==> src/rtl/core/dtrf_pkg.sv <==
// Shared widths, types and helper function of the direction-to-frame pipeline.
package dtrf_pkg;

	localparam int IN_W        = 24;
	localparam int FRAC        = 14;
	localparam int OUT_W       = FRAC + 2;
	localparam int NORM_MSB    = 29;
	localparam int NM_W        = NORM_MSB + 1;
	localparam int SQ_W        = 2 * NM_W;
	localparam int SUM_W       = SQ_W + 2;
	localparam int ROOT_W      = SUM_W / 2;
	localparam int SQRT_STEPS  = SUM_W / 2 + 1;
	localparam int SQRT_RW     = SUM_W + 2;
	localparam int QUO_W       = FRAC + 1;
	localparam int NUM_W       = NM_W + QUO_W + 1;
	localparam int REM_W       = NUM_W + 1;
	localparam int DEN_W       = ROOT_W + 1;
	localparam int SHIFT_W     = $clog2(NORM_MSB + 1);
	localparam int POS_W       = $clog2(IN_W);
	localparam int FE_LAT      = 4;
	localparam int DIV_LAT     = QUO_W + 2;
	localparam int CROSS_LAT   = 2;
	localparam int LAT         = FE_LAT + SQRT_STEPS + DIV_LAT + CROSS_LAT;
	localparam int PROD_W      = 2 * OUT_W;
	localparam int DIFF_W      = PROD_W + 1;

	typedef logic signed [IN_W-1:0]  dir_t;
	typedef logic signed [OUT_W-1:0] frac_t;
	typedef logic [IN_W-1:0]         mag_t;
	typedef logic [NM_W-1:0]         nm_t;
	typedef logic [SUM_W-1:0]        sum_t;
	typedef logic [ROOT_W-1:0]       root_t;

	typedef enum logic [1:0] {
		SEL_X,
		SEL_Y,
		SEL_Z
	} sel_t;

	typedef struct packed {
		nm_t [2:0]  fm;
		logic [2:0] fneg;
		nm_t [2:0]  sm;
		logic [2:0] sneg;
	} vecs_t;

	function automatic logic [POS_W-1:0] msb_pos(input mag_t v);
		logic [POS_W-1:0] p;
		p = '0;
		for (int i = 0; i < IN_W; i++) begin
			if (v[i]) begin
				p = POS_W'(i);
			end
		end
		return p;
	endfunction

endpackage

==> src/rtl/core/dtrf_isqrt.sv <==
// Pipelined integer square root, one result bit per stage.
module dtrf_isqrt (
	input  logic            clk,
	input  logic            en,
	input  dtrf_pkg::sum_t  n_in,
	output dtrf_pkg::root_t root
);
	import dtrf_pkg::*;

	logic [SQRT_RW-1:0] rem_q  [SQRT_STEPS];
	logic [SQRT_RW-1:0] root_q [SQRT_STEPS];

	for (genvar k = 0; k < SQRT_STEPS; k++) begin : g_step
		logic [SQRT_RW-1:0] n_prev;
		logic [SQRT_RW-1:0] r_prev;
		logic [SQRT_RW-1:0] b;
		logic [SQRT_RW-1:0] t;

		if (k == 0) begin : g_first
			assign n_prev = SQRT_RW'(n_in);
			assign r_prev = '0;
		end else begin : g_next
			assign n_prev = rem_q[k-1];
			assign r_prev = root_q[k-1];
		end

		assign b = SQRT_RW'(1) << (2 * (SQRT_STEPS - 1 - k));
		assign t = r_prev + b;

		always_ff @(posedge clk) begin
			if (en) begin
				if (n_prev >= t) begin
					rem_q[k]  <= n_prev - t;
					root_q[k] <= (r_prev >> 1) + b;
				end else begin
					rem_q[k]  <= n_prev;
					root_q[k] <= r_prev >> 1;
				end
			end
		end
	end

	assign root = root_q[SQRT_STEPS-1][ROOT_W-1:0];

endmodule

==> config.mk <==
export PLATFORM = sky130hd
export DESIGN_NAME = dtrf_isqrt
export DESIGN_NICKNAME = d
export VERILOG_FILES = /design/src/rtl/core/dtrf_pkg.sv /design/src/rtl/core/dtrf_isqrt.sv
export SDC_FILE = /design/constraint.sdc
export NUM_CORES = 2
export LEC_CHECK = 0
export BUFFER_PORTS_ARGS = -buffer_cell sky130_fd_sc_hd__buf_2
export CORE_MARGIN = 1
export CORE_UTILIZATION = 58
export DETAILED_ROUTE_END_ITERATION = 16
export PLACE_DENSITY_LB_ADDON = 0.05
export SLEW_MARGIN = 30
export SYNTH_ARGS = -nofsm -noshare
export SYNTH_HDL_FRONTEND = slang
export SYNTH_SLANG_ARGS = --single-unit
==> constraint.sdc <==
create_clock -name clk -period 3.71 [get_ports clk]
set_input_delay 0.1855 -clock clk [delete_from_list [all_inputs] [get_ports clk]]
set_output_delay 0.1855 -clock clk [all_outputs]
set_load 0.02 [all_outputs]
==> flow_summary.yaml <==
status:
  status: "completed"
floorplan:
  start_util_pct: 58.4
  num_rows: 167
  fp.dieH_um: 459
  die_w_um: 459
  die_area_um2: 210000
  io_pins: 95
  coreArea_um2: 207000
final_layout:
  fill_cells: 15000
  drive_gt1_share_pct: 12.4
  area_delta_synth_final_pct: 15.3
  stdcell_count: 13600
  finish.net_count: 11300
  fin_util_pct: 67.3
grt:
  grt.total_usage_pct: 30.9
  grt_pass1_vias: 79200
  grt_antenna_before_repair: 15
  grt_pass1_wl_um: 487000
  grt_max_degree: 181
  overflow: 0
timing:
  final-setup-viol-count: 0
  post-route-min-period_ns: 3.69
  finalHoldViolations: 0
  skew_ns: 0.0706
  maxSlewHeadroom_pct: 31.0
  slew_violations: 0
  fin_crit_sh_pct: 99.5
  worst_pin_slew_ns: 1.04
  rsz0062_at_grt: "yes"
  fin_hold_ws_ns: 0.172
  clock.fmax_mhz: 271
synthesis:
  yosysWarnings: 0
  synth_edf_count: 2510
  synthFlopType: "edfxtp_1"
  postSynthCellCount: 9738
  synth.distinct_cells: 94
  synth.net_count: 10400
  ys_ff_latch: 2510
  synth_area_um2: 121000
  yosysSeqAreaShare_pct: 62.3
  syn_avg_cell_area_um2: 12.4
  ys_async_sr_fraction_pct: 0
setup_path:
  crit_family: "simple AND/OR/NAND/NOR gates"
  crit_type: "flop to flop"
  reg2reg_to: "rem_q[1][379]$_DFFE_PP_"
  crit_fanout: 9
  crit_top_cell: "or4_4"
  path_depth: 10
  end_kind: "flop"
  r2r_start: "rem_q[1][309]$_DFFE_PP_"
  cp.arrival_ns: 4.33
  crit_path_top_delay_cell: "or4_4"
  r2r_cells: 10
  crit_chain: "or4_4, or4_4, or4_4, or4_4, nand3b_1, a2111o_1, and3_4, o21ai_4, nor4_1, xor2_1"
  slowest_delay_ns: 0.54
  startpoint_type: "flop"
  worst-path-buf-inv: 0
  rrSetupSlack_ns: 0.02
  required_ns: 4.35
power:
  p_comb_share_pct: 23.4
  power.leakage_nw: 53.3
  vdd_ir_drop_max_uv: 503
  power_frac_seq_pct: 45.9
  powerDensity_nw_per_um2: 611
  clockPowerShare_pct: 30.8
  power_switching_w: 0.0255
  p_int_w: 0.0598
  power_switching_share_pct: 29.9
route:
  wl_um: 329000
  wl_per_cell_um: 24.1
  drtIter0Drc: 7689
  postRouteAntennaNets: 0
  dr.pass1.iters: 7
  vias: 81400
  viasPerCell: 5.98
  drc: 0
cts:
  cts_tree: "done"
  clock_latency_ns: 0.95
  root_buffer: "clkbuf_16"
  clock_path_buffers: 4
  cts_buffers: 279
  numClockSinks: 2510
  clkTransAtPathRegs_ns: 0.06
  h-tree-depth: 5
worst_hold_path:
  holdCritPathClass: "input pin to flop"
  worstHoldStart: "en"
  worstHoldEndpoint: "rem_q[0][436]$_DFFE_PP_"
  min_path_cells: 2
place:
  hpwl_um: 249000
  gp_congestion: 0.991
  dp.cells: 13000
  io_buffers: 94
flow_run:
  maxCapViolations: 0
## placed cells by master (no fill, tap or decap), types with 244 or more instances in the layout
master        n
edfxtp_1   2510
nand2_1     707
inv_1       697
buf_4       593
nor2_1      589
ha_1        550
a21oi_1     517
o21ai_0     516
xnor2_1     448
xor2_1      428
nor4_1      324
clkbuf_16   285
nor3_1      268
a21o_1      244
## worst register-to-register path, stage by stage, from the launching register on
cell and delay [ns]:
edfxtp_1 0.38, or4_4 0.55, or4_4 0.43, or4_4 0.44, or4_4 0.44, nand3b_1 0.21, a2111o_1 0.37, and3_4 0.22
o21ai_4 0.12, nor4_1 0.11, xor2_1 0.16
## power groups by stage
stage	Sequential (W)	Clock, W	Combinational, W
finish	0.0391	0.0262	0.0199
CTS	0.0390	0.0266	0.0195
detailed placement	0.0395	0	0.0192
global route	0.0394	0.0276	0.0218
floorplan	0.0380	0	0.0127
global placement	0.0395	0	0.0190
## Yosys cell counts, types with 105 or more instances
master,instances,area share [%]
inv_1,699,2.2
nor3_1,279,1.2
nand2_1,709,2.2
a21oi_1,523,2.2
a21o_1,244,1.5
ha_1,557,5.8
nand4_1,169,0.87
o21a_1,105,0.65
nor2_1,592,1.8
nor4_1,354,1.8
xor2_1,428,3.1
clkbuf_1,209,0.65
nand3_1,161,0.67
edfxtp_1,2510,62
nand2b_1,124,0.64
xnor2_1,450,3.3
o21ai_0,533,2.2
or3_1,108,0.56
## stage by stage
stage          setup slack [ns]  power [W]  setup TNS [ns]  instance area [um2]
6_report                 0.0175     0.0853               0               139000
5_1_grt                 -0.0909     0.0887          -0.543               139000
4_1_cts                 0.00390     0.0851               0               139000
3_5_place_dp             -0.199     0.0588           -3.55               129000
3_3_place_gp             -0.215     0.0585           -2.68               129000
2_1_floorplan         0.0000357     0.0507               0               121000
## per-layer routing
| metal | GRT usage (%) | vias to the layer above | wire length, um |
|---|---|---|---|
| met1 | 39.3 | 39400 | 131000 |
| met2 | 51.9 | 3060 | 159000 |
| met3 | 4.93 | 764 | 21600 |
| met5 | 0 | - | 22 |
| met4 | 14.7 | 4 | 17200 |
| li1 | - | 38200 | - |
## state kept, by name, summed over array words and instances (netlist names)
signal / flops
root_q: 526
rem_q: 1984
## cell families after synthesis
| logic type | share of synthesized area, % |
|---|---|
| AO/OA/AOI/OAI | 9.45 |
| XOR/XNOR | 6.36 |
| adder cells (fa/ha/maj) | 5.76 |
| buffers and inverters | 2.89 |
| flip-flops | 62.3 |
| multiplexers | 0.621 |
| AND/OR/NAND/NOR | 12.6 |
## how the worst max path moves through the flow
stage,startpoint,end,slack (ns)
floorplan,en,rem_q[1][640]$_DFFE_PP_,0.00004
global placement,rem_q[1][46]$_DFFE_PP_,rem_q[1][119]$_DFFE_PP_,-0.22
detailed placement,root_q[1][858]$_DFFE_PP_,rem_q[1][957]$_DFFE_PP_,-0.20
CTS,rem_q[1][31]$_DFFE_PP_,rem_q[1][119]$_DFFE_PP_,0.004
global route,rem_q[1][309]$_DFFE_PP_,rem_q[1][379]$_DFFE_PP_,-0.09
finish,rem_q[1][309]$_DFFE_PP_,rem_q[1][379]$_DFFE_PP_,0.02
## final cells by class
cell class,count,area [um2],area share [%]
Antenna cell,4,10.0,0.00718
Clock buffer,330,7300,5.24
Clock inverter,135,1210,0.865
Inverter,701,2640,1.89
Multi-Input combinational cell,6300,42700,30.6
Sequential cell,2510,75400,54.0
Tap cell,2788,3490,2.50
Timing Repair Buffer,840,6710,4.81
Timing Repair inverter,1,7.51,0.00538
## what timing repair did
action / 4_1_cts / 5_1_grt
endpoints found under the hold margin: 213 / 0
resized for setup: 20 / 125
cloned: 1 / 0
pin swaps: 2 / 21
setup endpoints to repair: 90 / 227
setup buffers: 1 / 7
hold buffers: 125 / 0
(Power assumes the default switching activity.)
