### src/rtl/core/dtrf_pkg.sv
// Shared widths, types and helper function of the direction-to-frame pipeline.
package dtrf_pkg;

	localparam int IN_W        = 24;
	localparam int FRAC        = 14;
	localparam int OUT_W       = FRAC + 2;
	localparam int NORM_MSB    = 29;
	localparam int NM_W        = NORM_MSB + 1;
	localparam int SQ_W        = 2 * NM_W;
	localparam int SUM_W       = SQ_W + 2;
	localparam int ROOT_W      = SUM_W / 2;
	localparam int SQRT_STEPS  = SUM_W / 2 + 1;
	localparam int SQRT_RW     = SUM_W + 2;
	localparam int QUO_W       = FRAC + 1;
	localparam int NUM_W       = NM_W + QUO_W + 1;
	localparam int REM_W       = NUM_W + 1;
	localparam int DEN_W       = ROOT_W + 1;
	localparam int SHIFT_W     = $clog2(NORM_MSB + 1);
	localparam int POS_W       = $clog2(IN_W);
	localparam int FE_LAT      = 4;
	localparam int DIV_LAT     = QUO_W + 2;
	localparam int CROSS_LAT   = 2;
	localparam int LAT         = FE_LAT + SQRT_STEPS + DIV_LAT + CROSS_LAT;
	localparam int PROD_W      = 2 * OUT_W;
	localparam int DIFF_W      = PROD_W + 1;

	typedef logic signed [IN_W-1:0]  dir_t;
	typedef logic signed [OUT_W-1:0] frac_t;
	typedef logic [IN_W-1:0]         mag_t;
	typedef logic [NM_W-1:0]         nm_t;
	typedef logic [SUM_W-1:0]        sum_t;
	typedef logic [ROOT_W-1:0]       root_t;

	typedef enum logic [1:0] {
		SEL_X,
		SEL_Y,
		SEL_Z
	} sel_t;

	typedef struct packed {
		nm_t [2:0]  fm;
		logic [2:0] fneg;
		nm_t [2:0]  sm;
		logic [2:0] sneg;
	} vecs_t;

	function automatic logic [POS_W-1:0] msb_pos(input mag_t v);
		logic [POS_W-1:0] p;
		p = '0;
		for (int i = 0; i < IN_W; i++) begin
			if (v[i]) begin
				p = POS_W'(i);
			end
		end
		return p;
	endfunction

endpackage

### src/rtl/core/dtrf_cross.sv
// Cross product of the forward and side rows with rounding and saturation.
module dtrf_cross (
	input  logic            clk,
	input  logic            en,
	input  dtrf_pkg::frac_t f [3],
	input  dtrf_pkg::frac_t s [3],
	output dtrf_pkg::frac_t u [3]
);
	import dtrf_pkg::*;

	logic signed [PROD_W-1:0] pa_s1 [3];
	logic signed [PROD_W-1:0] pb_s1 [3];

	always_ff @(posedge clk) begin
		if (en) begin
			pa_s1[0] <= f[1] * s[2];
			pb_s1[0] <= f[2] * s[1];
			pa_s1[1] <= f[2] * s[0];
			pb_s1[1] <= f[0] * s[2];
			pa_s1[2] <= f[0] * s[1];
			pb_s1[2] <= f[1] * s[0];
		end
	end

	for (genvar i = 0; i < 3; i++) begin : g_lane
		logic signed [DIFF_W-1:0] diff;
		logic [DIFF_W-1:0]        mag;
		logic [DIFF_W-1:0]        rnd;
		logic [OUT_W-1:0]         sat;

		always_comb begin
			diff = DIFF_W'(pa_s1[i]) - DIFF_W'(pb_s1[i]);
			mag  = diff[DIFF_W-1] ? DIFF_W'(-diff) : DIFF_W'(diff);
			rnd  = (mag + (DIFF_W'(1) << (FRAC - 1))) >> FRAC;
			if (rnd > (DIFF_W'(1) << FRAC)) begin
				sat = OUT_W'(1) << FRAC;
			end else begin
				sat = rnd[OUT_W-1:0];
			end
		end

		always_ff @(posedge clk) begin
			if (en) begin
				u[i] <= diff[DIFF_W-1] ? -$signed(sat) : $signed(sat);
			end
		end
	end

endmodule

### config.mk
export PLATFORM = sky130hd
export DESIGN_NAME = dtrf_cross
export DESIGN_NICKNAME = d
export VERILOG_FILES = /design/src/rtl/core/dtrf_pkg.sv /design/src/rtl/core/dtrf_cross.sv
export SDC_FILE = /design/constraint.sdc
export NUM_CORES = 2
export LEC_CHECK = 0
export BUFFER_PORTS_ARGS = -buffer_cell sky130_fd_sc_hd__buf_4
export CORE_UTILIZATION = 25
export DETAILED_ROUTE_END_ITERATION = 10
export MAX_ROUTING_LAYER = met4
export PLACE_DENSITY = 0.44
export SLEW_MARGIN = 20
export SYNTH_ARGS = -nofsm -noshare
export SYNTH_HDL_FRONTEND = slang
export SYNTH_SLANG_ARGS = --single-unit
### constraint.sdc
create_clock -name clk -period 9 [get_ports clk]
set_input_delay 0.45 -clock clk [delete_from_list [all_inputs] [get_ports clk]]
set_output_delay 0.45 -clock clk [all_outputs]
set_load 0.02 [all_outputs]
==> flow_metrics.py <==
metrics = {
    "run": {
        "maxCapViolations": 0,
    },
    "route": {
        "wire_per_inst_um": 18.8,
        "antenna_left": 0,
        "vias": 56514,
        "viasPerCell": 4.54,
        "drt_iter0_drc": 3227,
        "drtPass1Iterations": 6,
        "drcViolationCount": 0,
        "drt_wl_total_um": 234000,
    },
    "place": {
        "place.gp.congestion": 0.844,
        "portBuffers": 145,
        "dp.final_hpwl_um": 187000,
    },
    "die": {
        "ios": 146,
        "start_util_pct": 25.1,
        "dieArea_um2": 310000,
        "core-area_um2": 306000,
        "rows": 203,
        "die_x_um": 557,
        "dieHeight_um": 557,
    },
    "outcome": {
        "status": "finished clean",
    },
    "clock_tree": {
        "hold_buffers": 0,
        "cts_max_level": 2,
        "cts_tree": "built",
        "cts_buffers": 39,
        "cts_root_buffer": "clkbuf_16",
        "clk_pin_slew_worst_paths_ps": 50,
        "cts_buffer_depth": 3,
        "cts_sinks": 240,
        "clk_latency_ps": 670,
        "cts_setup_buffers": 0,
    },
    "synthesis": {
        "syn_nets": 10724,
        "synth_seq_area_share_pct": 9.37,
        "netlist_area_um2": 76900,
        "synth_area_per_cell_um2": 9.10,
        "synth_edf_count": 240,
        "synth.distinct_cells": 103,
        "yosysWarnings": 0,
        "ys_seq_elements": 240,
        "async_flop_share_pct": 0,
        "syn_inst": 8457,
        "synth_top_flop_cell": "edfxtp_1",
    },
    "setup_path": {
        "cp_max_fo": 8,
        "required_ps": 9350,
        "end_kind": "register",
        "cp_slowest_cell": "a2111o_1",
        "cp-start-kind": "register",
        "critPathArrivalTime_ps": 8440,
        "cpPeakStageDelay_ps": 510,
        "cp_common_cell": "o21ai_0",
        "critPathKind": "reg -> reg",
    },
    "timing": {
        "max_freq_ghz": 0.124,
        "tns_ps": 0,
        "period_share_pct": 89.9,
        "relSlewSlack_pct": 27.9,
        "tightestPinTransition_ps": 1080,
        "setup_viol": 0,
        "rsz0062_at_grt": "false",
        "slew_violations": 0,
        "finClkSkew_ps": 41.4,
        "period_minus_slack_ps": 8090,
        "hold_violations": 0,
    },
    "global_routing": {
        "grt_pass1_vias": 60379,
        "groute.usage.overall_pct": 15.8,
        "antenna_found_initial": 46,
        "grt-ovfl-total": 0,
        "grt_max_degree": 126,
        "grt_pass1_wl_um": 367000,
    },
    "final_layout": {
        "drive_gt1_share_pct": 3.88,
        "area_growth_pct": 8.26,
        "multiInputGateArea_um2": 61400,
        "layout.nets": 10568,
        "fill_cells": 32844,
        "register_area_um2": 7210,
    },
    "min_path": {
        "hold_path.class": "in -> reg",
    },
}
logic make-up (layout without fill, tap and decap cells):
kind of cell	Yosys count	after routing	share of synthesized area [%]
buf+inv	2208	2081	10.8
fa+ha+maj	2169	2169	50.6
mux	22	22	0.298
flops	240	240	9.37
other cells	0	12	0
xor+xnor	371	371	4.25
simple gates	2528	2528	16.4
compound gates	919	919	8.22
per-layer routing:
| metal | vias to the layer above | routed length, um | global-route usage, % |
|---|---|---|---|
| li1 | 25828 | - | - |
| met1 | 29391 | 108000 | 21.3 |
| met2 | 1119 | 113000 | 26.0 |
| met3 | 176 | 9870 | 1.58 |
| met4 | 0 | 4080 | 2.95 |
| met5 | - | 0 | - |
timing repair:
item / CTS / global route
resized for setup: 0 / 2
setup endpoints to repair: 0 / 2
endpoints found under the hold margin: 0 / 0
critical path, delay by kind of cell (launching register included):
kind / cells / cell delay (ps)
xor gates and xnor gates: 2 / 340
adders and majority gates: 4 / 1090
muxes: 1 / 360
DFF: 1 / 370
and+or+nand+nor: 8 / 1750
AOI/OAI and AO/OA: 14 / 3880
through the flow:
step	hold WS, ps	util (%)	worst slack (ps)	std cells	cell area, um^2
after floorplan	562	-	881	8457	76900
after global placement	878	26.8	910	12360	82000
after detailed placement	878	26.8	730	12360	82000
after CTS	279	27.2	684	12430	83300
after global routing	316	27.2	119	12436	83300
final	310	27.2	909	12442	83300
final cells by class:
type,count,area share [%]
Antenna cell,12,0.0361
Clock buffer,46,1.20
Clock inverter,24,0.323
Inverter,1839,8.29
Multi-Input combinational cell,6009,73.8
Sequential cell,240,8.65
Tap cell,4100,6.16
Timing Repair Buffer,172,1.57
layout by cell type, fill, tap and decap left out, types with 13 or more instances in the layout:
cell,synthesis,final
a31oi_1,49,49
nand3_1,113,113
fa_1,1575,1575
and2_1,637,637
a211o_1,18,18
nand2b_1,127,127
o2111ai_1,18,18
and3_1,54,54
o211a_1,13,13
o21bai_1,52,52
o31ai_1,19,19
xnor2_1,302,302
nand2_1,1006,1006
a211oi_1,29,29
nor4_1,27,27
buf_4,1,170
a21oi_1,238,237
o21a_1,41,41
xor2_1,68,68
nor3_1,116,115
mux2i_1,15,15
and4_1,16,16
or3_1,44,44
nor2_1,227,227
edfxtp_1,240,240
o21ai_0,144,144
clkbuf_16,0,39
o211ai_1,32,32
or2_2,25,25
nor2b_1,42,42
a31o_2,14,14
inv_1,1838,1838
a21o_1,72,72
ha_1,594,594
nand4_1,24,24
final timing paths:
check | to | slack, ps | startpoint | depth (start not counted)
worst max-delay path | u[44]$_DFFE_PP_ | 910 | pb_s1[0][0]$_DFFE_PP_ | 29
worst min-delay path | pb_s1[0][31]$_DFFE_PP_ | 310 | en | 1
worst min register to register | u[29]$_DFFE_PP_ | 1320 | pa_s1[0][59]$_DFFE_PP_ | 5
worst max register to register | u[44]$_DFFE_PP_ | 910 | pb_s1[0][0]$_DFFE_PP_ | 29
sequential cells by signal, summed over array words and instances (netlist names):
| signal | flops |
|---|---|
| u | 48 |
| pb_s1 | 96 |
| pa_s1 | 96 |
synth_stat cells, types with 29 or more instances:
| cell type | instances | area share [%] |
|---|---|---|
| nand2_1 | 1006 | 4.9 |
| ha_1 | 594 | 9.7 |
| xnor2_1 | 302 | 3.4 |
| a21o_1 | 72 | 0.70 |
| and2_1 | 637 | 5.2 |
| nor3_1 | 116 | 0.75 |
| nor2b_1 | 42 | 0.34 |
| nand3_1 | 113 | 0.74 |
| a211oi_1 | 29 | 0.28 |
| o21a_1 | 41 | 0.40 |
| a31oi_1 | 49 | 0.40 |
| a21oi_1 | 238 | 1.5 |
| clkbuf_1 | 357 | 1.7 |
| or3_1 | 44 | 0.36 |
| nor2_1 | 227 | 1.1 |
| inv_1 | 1838 | 9.0 |
| fa_1 | 1575 | 41 |
| nand2b_1 | 127 | 1.0 |
| xor2_1 | 68 | 0.77 |
| o21ai_0 | 144 | 0.94 |
| o21bai_1 | 52 | 0.51 |
| edfxtp_1 | 240 | 9.4 |
| and3_1 | 54 | 0.44 |
| o211ai_1 | 32 | 0.31 |
Power is not shown: default switching activity piles up to over one toggle a cycle in this logic, so the estimate is an artifact.
