### config.mk
export PLATFORM = sky130hd
export DESIGN_NAME = dtrf_div
export DESIGN_NICKNAME = d
export VERILOG_FILES = /design/src/rtl/core/dtrf_pkg.sv /design/src/rtl/core/dtrf_div.sv
export SDC_FILE = /design/constraint.sdc
export NUM_CORES = 2
export LEC_CHECK = 0
export BUFFER_PORTS_ARGS = -buffer_cell sky130_fd_sc_hd__buf_2
export CORE_ASPECT_RATIO = 0.9
export CORE_MARGIN = 2
export CORE_UTILIZATION = 35
export CTS_BUF_LIST = sky130_fd_sc_hd__clkbuf_2 sky130_fd_sc_hd__clkbuf_4 sky130_fd_sc_hd__clkbuf_8
export DETAILED_ROUTE_END_ITERATION = 12
export SYNTH_ARGS = -nofsm -noshare
export SYNTH_HDL_FRONTEND = slang
export SYNTH_SLANG_ARGS = --single-unit
export TNS_END_PERCENT = 1
### constraint.sdc
create_clock -name clk -period 4.45 [get_ports clk]
set_input_delay 0.89 -clock clk [delete_from_list [all_inputs] [get_ports clk]]
set_output_delay 0.89 -clock clk [all_outputs]
set_load 0.005 [all_outputs]
### src/rtl/core/dtrf_pkg.sv
// Shared widths, types and helper function of the direction-to-frame pipeline.
package dtrf_pkg;

	localparam int IN_W        = 24;
	localparam int FRAC        = 14;
	localparam int OUT_W       = FRAC + 2;
	localparam int NORM_MSB    = 29;
	localparam int NM_W        = NORM_MSB + 1;
	localparam int SQ_W        = 2 * NM_W;
	localparam int SUM_W       = SQ_W + 2;
	localparam int ROOT_W      = SUM_W / 2;
	localparam int SQRT_STEPS  = SUM_W / 2 + 1;
	localparam int SQRT_RW     = SUM_W + 2;
	localparam int QUO_W       = FRAC + 1;
	localparam int NUM_W       = NM_W + QUO_W + 1;
	localparam int REM_W       = NUM_W + 1;
	localparam int DEN_W       = ROOT_W + 1;
	localparam int SHIFT_W     = $clog2(NORM_MSB + 1);
	localparam int POS_W       = $clog2(IN_W);
	localparam int FE_LAT      = 4;
	localparam int DIV_LAT     = QUO_W + 2;
	localparam int CROSS_LAT   = 2;
	localparam int LAT         = FE_LAT + SQRT_STEPS + DIV_LAT + CROSS_LAT;
	localparam int PROD_W      = 2 * OUT_W;
	localparam int DIFF_W      = PROD_W + 1;

	typedef logic signed [IN_W-1:0]  dir_t;
	typedef logic signed [OUT_W-1:0] frac_t;
	typedef logic [IN_W-1:0]         mag_t;
	typedef logic [NM_W-1:0]         nm_t;
	typedef logic [SUM_W-1:0]        sum_t;
	typedef logic [ROOT_W-1:0]       root_t;

	typedef enum logic [1:0] {
		SEL_X,
		SEL_Y,
		SEL_Z
	} sel_t;

	typedef struct packed {
		nm_t [2:0]  fm;
		logic [2:0] fneg;
		nm_t [2:0]  sm;
		logic [2:0] sneg;
	} vecs_t;

	function automatic logic [POS_W-1:0] msb_pos(input mag_t v);
		logic [POS_W-1:0] p;
		p = '0;
		for (int i = 0; i < IN_W; i++) begin
			if (v[i]) begin
				p = POS_W'(i);
			end
		end
		return p;
	endfunction

endpackage

### src/rtl/core/dtrf_div.sv
// Pipelined restoring divider that scales one component by the vector length.
module dtrf_div (
	input  logic             clk,
	input  logic             en,
	input  dtrf_pkg::nm_t    mag,
	input  dtrf_pkg::root_t  len,
	input  logic             neg,
	output dtrf_pkg::frac_t  quo
);
	import dtrf_pkg::*;

	logic [REM_W-1:0] rem_q [QUO_W+1];
	logic [DEN_W-1:0] den_q [QUO_W+1];
	logic [QUO_W-1:0] acc_q [QUO_W+1];
	logic             neg_q [QUO_W+1];

	always_ff @(posedge clk) begin
		if (en) begin
			rem_q[0] <= (REM_W'(mag) << (FRAC + 1)) + REM_W'(len);
			den_q[0] <= {len, 1'b0};
			acc_q[0] <= '0;
			neg_q[0] <= neg;
		end
	end

	for (genvar k = 1; k <= QUO_W; k++) begin : g_step
		logic [REM_W-1:0] dsh;

		assign dsh = REM_W'(den_q[k-1]) << (QUO_W - k);

		always_ff @(posedge clk) begin
			if (en) begin
				den_q[k] <= den_q[k-1];
				neg_q[k] <= neg_q[k-1];
				if (rem_q[k-1] >= dsh) begin
					rem_q[k] <= rem_q[k-1] - dsh;
					acc_q[k] <= acc_q[k-1] | (QUO_W'(1) << (QUO_W - k));
				end else begin
					rem_q[k] <= rem_q[k-1];
					acc_q[k] <= acc_q[k-1];
				end
			end
		end
	end

	always_ff @(posedge clk) begin
		if (en) begin
			if (neg_q[QUO_W]) begin
				quo <= -$signed(OUT_W'(acc_q[QUO_W]));
			end else begin
				quo <= $signed(OUT_W'(acc_q[QUO_W]));
			end
		end
	end

endmodule

==> summary.txt <==
Status
  • Outcome: finished, final reports clean

Synthesis
  • EDFF count, synth: roughly 1.3k
  • Synth Area in XOR/XNOR: 5.93%
  • Synth Cell Area: 0.0740 sq mm
  • Compound-Gate Fraction of Synth Area: 15.2%
  • Cells taking the most area after synthesis: edfxtp_1, ha_1, xnor2_1
  • Yosys reg bits: approximately 1.3k
  • Cell variety after synth: 97
  • Post-synthesis adder-cell area fraction: 8.55%
  • Synth top area share: between 50% and 60%
  • Post-Syn Instances: slightly below 7k
  • Leading cell types by count after synthesis: edfxtp_1, nand2_1, inv_1, o21ai_0, ha_1
  • Synth Area in Simple Gates: 11.3%
  • Dominant cell type by area after synthesis: edfxtp_1
  • Warnings from Yosys: 0
  • Mean area per synthesized cell: 11.0 sq um
  • Main combinational cell family by area after synthesis: compound AO/OA/AOI/OAI gates
  • Asr flop ratio synth: 0%
  • Top FF cell, synth: edfxtp_1
  • Seq/Total Area, Yosys: a little over half
  • Syn Nets: 7,309
  • Most frequent cell after synthesis: edfxtp_1
  • Mux contribution to synthesized area: 1.75%

GRT
  • Total GRT Usage: 16.9%
  • Antenna violations before repair: 3
  • Largest net degree at the start of global routing: 187
  • Total grt overflow: 0
  • Vias in the first global route: 52.2k
  • First-pass GRT wire length: between 200 and 300 mm

Clock tree
  • Num CTS Buffers: 219
  • Setup Fix Bufs, Post-CTS: 0
  • Reg clk slew, reported paths: approximately 0.060 ns
  • Num Clock Sinks: 1,306
  • Clk Latency, worst-skew pair: 0.94 ns
  • H-tree depth: 4
  • Post-CTS Resized: 0
  • CTS max path bufs: 3
  • CTS tree: built
  • Hold Buf Count CTS: 0
  • Root Buffer: clkbuf_8

Cells and area
  • Nets: 7,535
  • Final non-filler cell total: 9,992
  • Area grow syn2layout: 11.9%
  • Design area: 0.0828 sq mm
  • Layout cells sized above 1: 10.5%

STA
  • Fin Hold WS: between 0.1 and 0.15 ns
  • FMAX: 236 MHz
  • # setup viols final: 0
  • RSZ-0062 raised after global routing: no
  • Max-slew headroom: between 30% and 40%
  • Final hold vios: 0
  • Worst-Margin Slew: between 1 and 1.5 ns
  • Setup TNS Final: 0 ns
  • Max Slew Vio Count: 0
  • Skew final: 0.0386 ns
  • Min Clock Period, post-route: between 4 and 5 ns
  • Final period util: between 90% and 100%

Floorplan
  • Initial Utilization: a little over a third
  • Die height: 440 um
  • Ports: 80
  • Die Area: 0.215 sq mm
  • DIE WIDTH: about 490 um
  • Core footprint: 0.211 sq mm
  • # rows: 160

Drt
  • Detailed Routing Iterations Pass 1: 8
  • DRT Wirelength: 183 mm
  • Wire per inst: 18.3 um
  • DRC Markers: 0
  • Starting DRT DRC Count: 3,124
  • Routed Antenna Nets: 0
  • DR vias: 50.9k
  • DR vias/cell: 5.09

Power and ir drop
  • LEAKAGE: between 30 and 40 nW
  • Max IR drop VDD: 0.290 mV
  • Power Dens Cells: about 620 mW/mm^2

Critical path
  • CP max stage cell: a2111oi_0
  • Reg2Reg Depth: 15
  • Data required, critical path: 5.12 ns
  • Origin of the critical flop-to-flop path: rem_q[1][191]
  • Max FO, Critical Path: 5
  • Worst R2R End: rem_q[1][272]
  • R2r setup slk: about 0.22 ns
  • CP Capture Type: flop
  • Crit-path cells: inv_1 > ha_1 > inv_1 > fa_1 > a211oi_1 > o21ai_0 > a31oi_2 > a211oi_2 > o31ai_1 > o21ai_0 > and4_1 > a2111oi_0 > buf_4 > nand2b_1 > xnor2_1
  • Arrival @ worst endpoint: slightly below 5 ns
  • Largest stage delay on the critical path: 0.51 ns
  • Startpoint types: flop
  • CP Class: reg2reg

Place
  • Placed cells: 9,588
  • Placed inst area: 0.0784 sq mm
  • GPL Wtd Cong: 0.955
  • PortBufs: 79
  • Post-DP HPWL: 141 mm

Run
  • Max-cap viol count: 0

Hold path
  • Hold_sp: len[11]
  • Hold path depth: 1
  • Hold Path Class: in2reg
  • Hold endpoint: den_q[0][12]
## sequential cells by signal, summed over array words and instances, names as in the netlist
register  count
neg_q        16
rem_q       689
quo          16
den_q       465
acc_q       120
## worst max path at each step
stage,startpoint,to,slack (ns),cells past startpoint
after floorplan,en,acc_q[10][10],0.77,4
after global placement,rem_q[1][191],rem_q[1][280],0.28,15
after detailed placement,rem_q[1][191],rem_q[1][272],0.32,15
after CTS,rem_q[1][191],rem_q[1][272],0.27,15
after global routing,rem_q[0][199],rem_q[0][256],0.05,15
final,rem_q[1][191],rem_q[1][272],0.22,15
## final cells by class
cell class	instances	area, sq um
clock buffer	287	3540
fill	20200	128000
multi-input combinational	4629	31800
clock inverter	115	876
sequential	1306	39200
inverter	588	2210
tap	2835	3550
timing repair buffer	230	1690
antenna	2	5.00
## layer usage
metal / up-vias / wire length [um] / global-route usage, %
met1: 23800 / 71200 / 18.0
met3: 508 / 5890 / 2.55
met5: - / 0 / 0
li1: 25400 / - / -
met2: 1177 / 93700 / 31.1
met4: 0 / 12100 / 10.3
## through the flow
step / utilization (%) / power, W / setup WS, ns
CTS: 39.3 / 0.0520 / 0.271
floorplan: - / 0.0347 / 0.771
finish: 39.3 / 0.0516 / 0.220
global route: 39.3 / 0.0553 / 0.0532
detailed placement: 37.2 / 0.0408 / 0.322
global placement: 37.2 / 0.0407 / 0.281
## worst max-delay path, delay by kind of cell, from the launching register on
family / cells / cell delay, ns
and+or+nand+nor: 2 / 0.33
adders and majority gates: 2 / 0.57
AOI/OAI and AO/OA: 7 / 2.20
buffers and inverters: 3 / 0.33
DFF: 1 / 0.40
xor gates and xnor gates: 1 / 0.13
## where the power goes
part	total [W]	switching, W	internal (W)
Sequential	0.0193	0.00178	0.0175
Combinational	0.0215	0.0124	0.00915
Clock	0.0108	0.00500	0.00583
Total	0.0516	0.0191	0.0325
## placed cells by master, fill, tap and decap left out, types with 52 or more instances in the layout
cell / count
edfxtp_1: 1306
nand2_1: 596
inv_1: 587
o21ai_0: 504
ha_1: 482
a21oi_1: 477
nor2_1: 353
xnor2_1: 299
a21o_1: 287
clkbuf_8: 221
xor2_1: 202
buf_4: 139
nand3_1: 134
nand4_1: 103
nor3_1: 103
mux2_2: 94
buf_2: 78
clkbuf_4: 66
o21a_1: 65
o21bai_1: 62
nor4_1: 62
nor2b_1: 60
nand2b_1: 60
clkinv_1: 60
and3_1: 59
a31oi_1: 52
## cells by family (layout without fill, tap and decap cells)
group,after synthesis,after routing
other,0,2
DFF,1306,1306
buffers and inverters,813,1220
AOI/OAI and AO/OA,1786,1786
and+or+nand+nor,1731,1731
muxes,114,114
xor gates and xnor gates,501,501
adders and majority gates,497,497
(Power assumes the default switching activity.)
